--- config.mk ---
export PLATFORM = sky130hd
export DESIGN_NAME = spi_register_sample_fifo
export DESIGN_NICKNAME = d
export VERILOG_FILES = /design/src/sv/srsf_pkg.sv /design/src/sv/spi_register_sample_fifo.sv /design/src/sv/srsf_ram.sv /design/src/sv/srsf_div.sv
export SDC_FILE = /design/constraint.sdc
export NUM_CORES = 2
export LEC_CHECK = 0
export ABC_AREA = 0
export BUFFER_PORTS_ARGS = -buffer_cell sky130_fd_sc_hd__clkbuf_2
export CORE_UTILIZATION = 55
export CTS_BUF_LIST = sky130_fd_sc_hd__clkbuf_4
export DETAILED_ROUTE_END_ITERATION = 8
export PLACE_DENSITY = 0.71
export SLEW_MARGIN = 20
export SYNTH_ARGS = -nofsm -noshare
export SYNTH_HDL_FRONTEND = slang
export SYNTH_SLANG_ARGS = --single-unit
--- constraint.sdc ---
create_clock -name clk -period 9.4 [get_ports clk]
set_input_delay 0.94 -clock clk [delete_from_list [all_inputs] [get_ports clk]]
set_output_delay 0.94 -clock clk [all_outputs]
set_load 0.1 [all_outputs]
--- src/sv/srsf_pkg.sv ---
// ============================================================================
// srsf_pkg : shared types and constants of the register sample FIFO
// Opcodes, register addresses and fixed identification words.
// ============================================================================
package srsf_pkg;

  typedef logic [1:0] opcode_t;

  localparam opcode_t OP_FRAME = 2'd0;
  localparam opcode_t OP_TICK  = 2'd1;
  localparam opcode_t OP_LINK  = 2'd2;
  localparam opcode_t OP_NONE  = 2'd3;

  localparam logic [6:0] A_ID      = 7'h00;
  localparam logic [6:0] A_VERSION = 7'h01;
  localparam logic [6:0] A_STATUS  = 7'h02;
  localparam logic [6:0] A_CONTROL = 7'h03;
  localparam logic [6:0] A_RATE    = 7'h04;
  localparam logic [6:0] A_LEVEL   = 7'h05;
  localparam logic [6:0] A_SEQ     = 7'h06;
  localparam logic [6:0] A_VALUE   = 7'h07;
  localparam logic [6:0] A_DROPS   = 7'h08;
  localparam logic [6:0] A_REARM   = 7'h09;
  localparam logic [6:0] A_LINKERR = 7'h0A;
  localparam logic [6:0] A_NULL    = 7'h7F;

  localparam logic [31:0] ID_WORD      = 32'hAC00ACC0;
  localparam logic [31:0] VERSION_WORD = 32'h00010300;
  localparam logic [13:0] RATE_MAX     = 14'd10000;
  localparam logic [13:0] RATE_RESET   = 14'd1000;

endpackage

--- src/sv/spi_register_sample_fifo.sv ---
// ============================================================================
// spi_register_sample_fifo : slave register device with a sample FIFO
// Decodes link frames, counts base ticks into samples, buffers them, counts link errors.
// ============================================================================
// Usage
//   Input channel (in_valid / in_stall): one request per item, carrying
//   opcode, command_byte and write_data. Opcode 0 is a link frame, 1 a base
//   tick, 2 a link error event, 3 does nothing.
//   Output channel (out_valid / out_stall): exactly one result request per
//   input request: echo_byte, response_word, fifo_nonempty, sample_toggle.
//   Timing: a request is accepted only while no earlier one is in work or
//   waiting at the output. The head entry is read in the cycle after
//   acceptance and the result shows in the cycle after that, unless a
//   start or an in-range rate write while running first runs the 14-step
//   period divider.
//   Sample memory: two synchronous RAMs of SLOT_COUNT entries hold sequence
//   and value; the head entry is read on every request and the FIFO keeps at
//   most SLOT_COUNT-1 items.
//   Reset: synchronous, clears all control state; rate returns to 1000.
//   Stall: the result holds in the output register until taken; no new
//   request is accepted meanwhile.
// ============================================================================
module spi_register_sample_fifo #(
  parameter int SLOT_COUNT   = 32,
  parameter int BASE_TICK_HZ = 10000
) (
  input  logic                  clk,
  input  logic                  rst,
  input  logic                  in_valid,
  output logic                  in_stall,
  input  srsf_pkg::opcode_t     opcode,
  input  logic [7:0]            command_byte,
  input  logic [31:0]           write_data,
  output logic                  out_valid,
  input  logic                  out_stall,
  output logic [7:0]            echo_byte,
  output logic [31:0]           response_word,
  output logic                  fifo_nonempty,
  output logic                  sample_toggle
);
  import srsf_pkg::*;

  localparam int AW = $clog2(SLOT_COUNT);
  localparam logic [AW-1:0] LAST = AW'(SLOT_COUNT - 1);

  localparam logic [1:0] S_IDLE = 2'd0;
  localparam logic [1:0] S_READ = 2'd1;
  localparam logic [1:0] S_DIV  = 2'd2;
  localparam logic [1:0] S_OUT  = 2'd3;

  logic [1:0]    state;
  opcode_t       op_q;
  logic [7:0]    cmd_q;
  logic [31:0]   data_q;

  logic [AW-1:0] write_slot, read_slot;
  logic [31:0]   drop_count, next_sequence, link_error_count;
  logic [3:0]    status_flags;
  logic          running;
  logic [13:0]   rate_setting, period_reload, period_count;
  logic [15:0]   held_value;
  logic          held_flag, marker_level;

  logic [31:0]   seq_rd;
  logic [15:0]   val_rd;
  logic          mem_we;

  logic          div_start, div_busy;
  logic [13:0]   div_q;

  logic          accept;
  logic          empty;
  logic [AW-1:0] wr_inc, rd_inc, fill;
  logic [6:0]    addr;
  logic          is_write;

  assign in_stall = (state != S_IDLE);
  assign accept   = in_valid && !in_stall;
  assign out_valid = (state == S_OUT);
  assign empty    = (write_slot == read_slot);
  assign wr_inc   = (write_slot == LAST) ? '0 : write_slot + 1'b1;
  assign rd_inc   = (read_slot == LAST) ? '0 : read_slot + 1'b1;
  // wrap the distance by the slot count, which need not be a power of two
  assign fill     = (write_slot >= read_slot) ? write_slot - read_slot
                                              : write_slot - read_slot + AW'(SLOT_COUNT);
  assign addr     = cmd_q[6:0];
  assign is_write = cmd_q[7];
  assign fifo_nonempty = !empty;
  assign sample_toggle = marker_level;

  // a sample write happens on a tick that fires with room in the FIFO
  assign mem_we = (state == S_READ) && (op_q == OP_TICK) && running &&
                  (period_count >= period_reload) && (wr_inc != read_slot);

  srsf_ram #(.WIDTH(32), .DEPTH(SLOT_COUNT)) u_seq (
    .clk(clk), .we(mem_we), .waddr(write_slot), .wdata(next_sequence),
    .raddr(read_slot), .rdata(seq_rd));

  srsf_ram #(.WIDTH(16), .DEPTH(SLOT_COUNT)) u_val (
    .clk(clk), .we(mem_we), .waddr(write_slot), .wdata(next_sequence[15:0]),
    .raddr(read_slot), .rdata(val_rd));

  // rate write while running needs a fresh reload; control start too
  assign div_start = (state == S_READ) && (op_q == OP_FRAME) && is_write &&
                     (((addr == A_RATE) && running && (data_q >= 32'd1) &&
                       (data_q <= 32'(RATE_MAX))) ||
                      ((addr == A_CONTROL) && data_q[0]));

  srsf_div #(.BASE_TICK_HZ(BASE_TICK_HZ)) u_div (
    .clk(clk), .rst(rst), .start(div_start),
    .divisor((addr == A_RATE) ? data_q[13:0] : rate_setting),
    .busy(div_busy), .quotient(div_q));

  always_ff @(posedge clk) begin
    if (accept) begin
      op_q   <= opcode;
      cmd_q  <= command_byte;
      data_q <= write_data;
    end
  end

  always_ff @(posedge clk) begin
    if (rst) begin
      state <= S_IDLE;
      write_slot <= '0; read_slot <= '0;
      drop_count <= '0; next_sequence <= '0; link_error_count <= '0;
      status_flags <= '0; running <= 1'b0;
      rate_setting <= RATE_RESET; period_reload <= 14'd9; period_count <= '0;
      held_value <= '0; held_flag <= 1'b0;
      marker_level <= 1'b0;
      echo_byte <= '0; response_word <= '0;
    end else begin
      unique case (state)
        S_IDLE: begin
          if (accept) state <= S_READ;
        end
        S_READ: begin
          // head entry data is valid now
          echo_byte <= '0;
          response_word <= '0;
          state <= div_start ? S_DIV : S_OUT;
          unique case (op_q)
            OP_FRAME: begin
              echo_byte <= cmd_q;
              if (is_write) begin
                if (addr == A_CONTROL) begin
                  if (data_q[1]) status_flags[3:1] <= '0;
                  running <= data_q[0];
                  status_flags[0] <= data_q[0];
                  if (data_q[0]) begin
                    next_sequence <= '0; write_slot <= '0; read_slot <= '0;
                    drop_count <= '0; held_flag <= 1'b0; period_count <= '0;
                  end
                end else if (addr == A_RATE) begin
                  if (data_q >= 32'd1 && data_q <= 32'(RATE_MAX)) begin
                    rate_setting <= data_q[13:0];
                    if (running) period_count <= '0;
                  end else begin
                    status_flags[2] <= 1'b1;
                  end
                end else begin
                  status_flags[1] <= 1'b1;
                end
              end else begin
                unique case (addr)
                  A_ID:      response_word <= ID_WORD;
                  A_VERSION: response_word <= VERSION_WORD;
                  A_STATUS:  response_word <= 32'(status_flags);
                  A_CONTROL: response_word <= 32'(running);
                  A_RATE:    response_word <= 32'(rate_setting);
                  A_LEVEL:   response_word <= 32'(fill);
                  A_SEQ: begin
                    if (!empty) begin
                      held_value <= val_rd;
                      held_flag <= 1'b1;
                      response_word <= seq_rd;
                    end
                  end
                  A_VALUE: begin
                    if (held_flag) begin
                      held_flag <= 1'b0;
                      response_word <= 32'(held_value);
                      if (!empty) read_slot <= rd_inc;
                    end else if (!empty) begin
                      held_value <= val_rd;
                      response_word <= 32'(val_rd);
                      read_slot <= rd_inc;
                    end
                  end
                  A_DROPS:   response_word <= drop_count;
                  A_REARM:   response_word <= '0;
                  A_LINKERR: response_word <= link_error_count;
                  A_NULL:    response_word <= '0;
                  default:   status_flags[1] <= 1'b1;
                endcase
              end
            end
            OP_TICK: begin
              if (running) begin
                if (period_count >= period_reload) begin
                  period_count <= '0;
                  marker_level <= ~marker_level;
                  if (wr_inc == read_slot) begin
                    drop_count <= drop_count + 32'd1;
                  end else begin
                    next_sequence <= next_sequence + 32'd1;
                    write_slot <= wr_inc;
                  end
                end else begin
                  period_count <= period_count + 14'd1;
                end
              end
            end
            OP_LINK: begin
              link_error_count <= link_error_count + 32'd1;
              status_flags[3] <= 1'b1;
            end
            OP_NONE: ;
            default: ;
          endcase
        end
        S_DIV: begin
          // hold until the quotient is in, then load the reload
          if (!div_busy) begin
            period_reload <= (div_q == '0) ? '0 : div_q - 14'd1;
            state <= S_OUT;
          end
        end
        S_OUT: begin
          if (!out_stall) state <= S_IDLE;
        end
        default: state <= S_IDLE;
      endcase
    end
  end
endmodule

--- src/sv/srsf_ram.sv ---
// ============================================================================
// srsf_ram : generic single-port-write, single-read RAM
// One write and one registered read per cycle.
// ============================================================================
module srsf_ram #(
  parameter int WIDTH = 32,
  parameter int DEPTH = 32
) (
  input  logic                     clk,
  input  logic                     we,
  input  logic [$clog2(DEPTH)-1:0] waddr,
  input  logic [WIDTH-1:0]         wdata,
  input  logic [$clog2(DEPTH)-1:0] raddr,
  output logic [WIDTH-1:0]         rdata
);
  logic [WIDTH-1:0] mem [DEPTH];

  always_ff @(posedge clk) begin
    if (we) mem[waddr] <= wdata;
    rdata <= mem[raddr];
  end
endmodule

--- src/sv/srsf_div.sv ---
// ============================================================================
// srsf_div : sequential restoring divider for the period reload
// Computes BASE / rate, one quotient bit per cycle.
// ============================================================================
module srsf_div #(
  parameter int BASE_TICK_HZ = 10000
) (
  input  logic        clk,
  input  logic        rst,
  input  logic        start,
  input  logic [13:0] divisor,
  output logic        busy,
  output logic [13:0] quotient
);
  logic [13:0] rem;
  logic [13:0] quo;
  logic [13:0] dvs;
  logic [3:0]  count;
  logic [14:0] trial;

  assign trial = {rem, quo[13]};
  assign quotient = quo;

  always_ff @(posedge clk) begin
    if (rst) begin
      busy  <= 1'b0;
      count <= '0;
    end else if (start) begin
      busy  <= 1'b1;
      count <= 4'd13;
    end else if (busy) begin
      if (count == 4'd0) busy <= 1'b0;
      count <= count - 4'd1;
    end
  end

  always_ff @(posedge clk) begin
    if (start) begin
      rem <= '0;
      quo <= 14'(BASE_TICK_HZ);
      dvs <= divisor;
    end else if (busy) begin
      // shift in the next dividend bit, subtract where it fits
      if (trial >= {1'b0, dvs}) begin
        rem <= 14'(trial - {1'b0, dvs});
        quo <= {quo[12:0], 1'b1};
      end else begin
        rem <= trial[13:0];
        quo <= {quo[12:0], 1'b0};
      end
    end
  end
endmodule

==> key figures <==
Clock tree
  • H-tree Lvls: 5
  • Root Buffer: clkbuf_4
  • Clock Latency Late Sink: 1260 ps
  • Reg clk slew, reported paths: roughly 70 ps
  • Setup Buffers After CTS: 0
  • CTS tree: built
  • CTS sink count: 1357
  • CTS Buffer Depth: 4
  • Num CTS Buffers: 352

Routing
  • Drt first pass iters: 9
  • Post-DR wirelength/cell: around 27 um
  • Wirelength, routed: ~140000 um
  • DR DRC count: 0
  • Antenna viol nets, final: 0
  • Total number of vias: 32600
  • Starting DRC count in detailed routing: between 4000 and 5000
  • Vias per std cell: between 6 and 7

Finish
  • Final net count: 3705
  • Area Overhead vs Synth: 12.3%
  • Final instance area: about 0.061 mm^2
  • Fin cells: slightly above 5000
  • Filler instances: around 7000
  • Final core occ: about 62%
  • Fraction of layout cells with a size suffix above 1: ~29%

Floorplanning
  • Effective utilization at floorplan: 55.5%
  • Die extent in x: 317 um
  • Row count: roughly 120
  • Die height: roughly 320 um
  • Ports: 90
  • Core ar.: around 0.098 mm^2
  • Die ar.: about 0.10 mm^2

Yosys
  • Register area share after synthesis: 69.6%
  • Distinct cells, synth: 81
  • Ys async rst share: 0%
  • Commonest cells post-synth: edfxtp_1, mux4_2, dfxtp_1, nor2_1, nand2_1
  • Number of cells produced by synthesis: ~3300
  • Synthesized cell area: around 0.055 mm^2
  • Synth top area share: between 50% and 60%
  • Post-synth EDFFs: 1080
  • #FFs+latches synth: roughly 1400
  • Most area-consuming cells after synthesis: edfxtp_1, mux4_2, dfxtp_1
  • Area leader, netlist: edfxtp_1
  • Most common flop cell mapped by yosys: edfxtp_1
  • Most frequent cell after synthesis: edfxtp_1
  • Post-synthesis area per instance: around 17 um^2
  • Synth warn: 0
  • Syn Nets: ~3400

Global route
  • Gr ovfl total: 0
  • Largest net degree at the start of global routing: around 130
  • First-pass GRT wire length: around 200000 um
  • Vias in the first global route: between 30000 and 40000
  • Antenna violations before repair: 10
  • Global Route Usage Sum: between 20% and 30%

Timing
  • Clock period minus worst slack: ~4800 ps
  • Setup violators final: 0
  • Setup_tns: 0 ps
  • Setup WS post-layout: between 4000 and 5000 ps
  • Clock Skew: about 180 ps
  • Worst-margin pin slew: ~1200 ps
  • Max Freq: around 210 MHz
  • Period utilization: 51.1%
  • RSZ-0062 raised after global routing: false
  • Hold Vio Cnt, Final: 0
  • Worst relative slew slack: a little under a fifth
  • Fin. max-slew vios: 0

Place
  • Placed Area: 0.0566 mm^2
  • Placed Cells: 4495
  • I/O Buffers: 89
  • Pre-CTS setup slack: 5060 ps
  • HPWL after DPL: 87300 um
  • Final GP Congestion: 0.926

Critical path
  • CP endpoint kind: output port
  • Critical R2R Launch: cmd_q[2]$_DFFE_PP_
  • Arrival time worst endpoint: 3860 ps
  • Worst r2r dst: u_seq.mem[16][18]$_DFFE_PP_
  • CP Launch Type: register
  • WS Path Type: register to output port
  • R2r worst-path depth: 7
  • Setup crit start: read_slot[2]$_SDFFE_PP0P_
  • Worst setup endpoint: fifo_nonempty
  • CP Data Required Time: approximately 8500 ps
  • Max FO, Critical Path: 71
  • FF-to-FF setup slack: slightly below 5000 ps

Power
  • Leakage power: around 18 nW
  • Worst vdd ir: ~0.00012 V
  • P per Cell Area: just under 200 mW/mm^2

Min path
  • Worst hold path class: input pin to register
  • Hold Crit Depth: 4

Flow run
  • Max-cap violations: 0

Outcome
  • Status: finished, final reports clean
-- cell families (layout without fill, tap and decap cells) --
logic type / after synthesis / count (layout) / share of synthesized area [%]
and+or+nand+nor: 700 / 700 / 6.41
AOI/OAI and AO/OA: 448 / 448 / 5.29
DFF: 1357 / 1357 / 69.6
other: 0 / 8 / 0
xor gates and xnor gates: 62 / 62 / 1.02
buffers and inverters: 250 / 835 / 1.84
muxes: 393 / 393 / 14.6
adders and majority gates: 53 / 53 / 1.24
-- layout by cell type (no fill, tap or decap), drive strengths merged, types with 34 or more instances in the layout --
cell / instances
nand3: 78
a21oi: 179
edfxtp: 1080
o31ai: 54
nor2: 183
xor2: 34
nand2: 181
buf: 43
dfxtp: 277
inv: 69
mux2: 46
dlygate4sd3: 42
nand4: 39
ha: 51
or4: 64
o21ai: 57
mux4: 320
clkinv: 79
a22oi: 35
clkbuf: 598
-- worst max-delay path, cell delays in order (launching register included) --
cell and delay (ps):
dfxtp_4 1070, inv_1 160, ha_1 420, nand4_1 100, nor2_1 370, inv_1 180
clkbuf_2 410
-- worst min path at each step --
stage / from / end / slack (ps)
after floorplan: held_value[1]$_SDFFE_PP0P_ / held_value[1]$_SDFFE_PP0P_ / 430
final: in_valid / state[1]$_SDFFE_PP0P_ / 260
after global routing: rst / response_word[0]$_SDFFE_PP0P_ / 240
after detailed placement: held_value[7]$_SDFFE_PP0P_ / held_value[7]$_SDFFE_PP0P_ / 440
after CTS: rst / response_word[1]$_SDFFE_PP0P_ / 170
after global placement: held_value[7]$_SDFFE_PP0P_ / held_value[7]$_SDFFE_PP0P_ / 440
-- layout make-up --
cell class | instances | area, um^2 | area share [%]
clock buffer | 510 | 3830 | 6.24
clock inverter | 86 | 427 | 0.696
timing repair buffer | 173 | 1250 | 2.03
sequential | 1357 | 38000 | 62.0
multi-input combinational | 1656 | 15900 | 26.0
antenna | 8 | 20.0 | 0.0327
inverter | 66 | 250 | 0.408
tap | 1287 | 1610 | 2.63
-- power by group --
group,internal [W],total [W],switching (W)
logic,0.000158,0.000547,0.000389
clock network,0.00256,0.00486,0.00231
registers,0.00648,0.00657,0.0000858
-- per-layer routing --
layer	share of wire [%]	GRT usage [%]	wire length [um]
met1	40	40.4	55500
met2	45	41.4	63400
met3	12	7.56	16800
met4	3.4	11.5	4720
met5	0.019	0	26
-- state kept, by name, indices dropped and copies added, names as in the netlist, 4 cells and up --
register / cells
read_slot: 5
u_seq.mem: 1024
u_seq.rdata: 32
status_flags: 4
u_div.rem: 14
period_count: 14
response_word: 32
write_slot: 5
cmd_q: 8
u_div.count: 4
echo_byte: 8
next_sequence: 32
rate_setting: 14
u_div.dvs: 14
link_error_count: 32
u_div.quotient: 14
data_q: 32
period_reload: 14
held_value: 16
drop_count: 32
-- metrics by stage --
stage / power, W / hold slack (ps)
finish: 0.0120 / 264
floorplan: 0.00706 / 431
global route: 0.0124 / 245
detailed placement: 0.00722 / 443
global placement: 0.00720 / 439
CTS: 0.0121 / 166
-- timing repair --
item,in CTS,in global routing
hold endpoints to repair,42,0
hold buffers,42,0
resized for setup,0,0
Power figures use the tool's default switching activity.
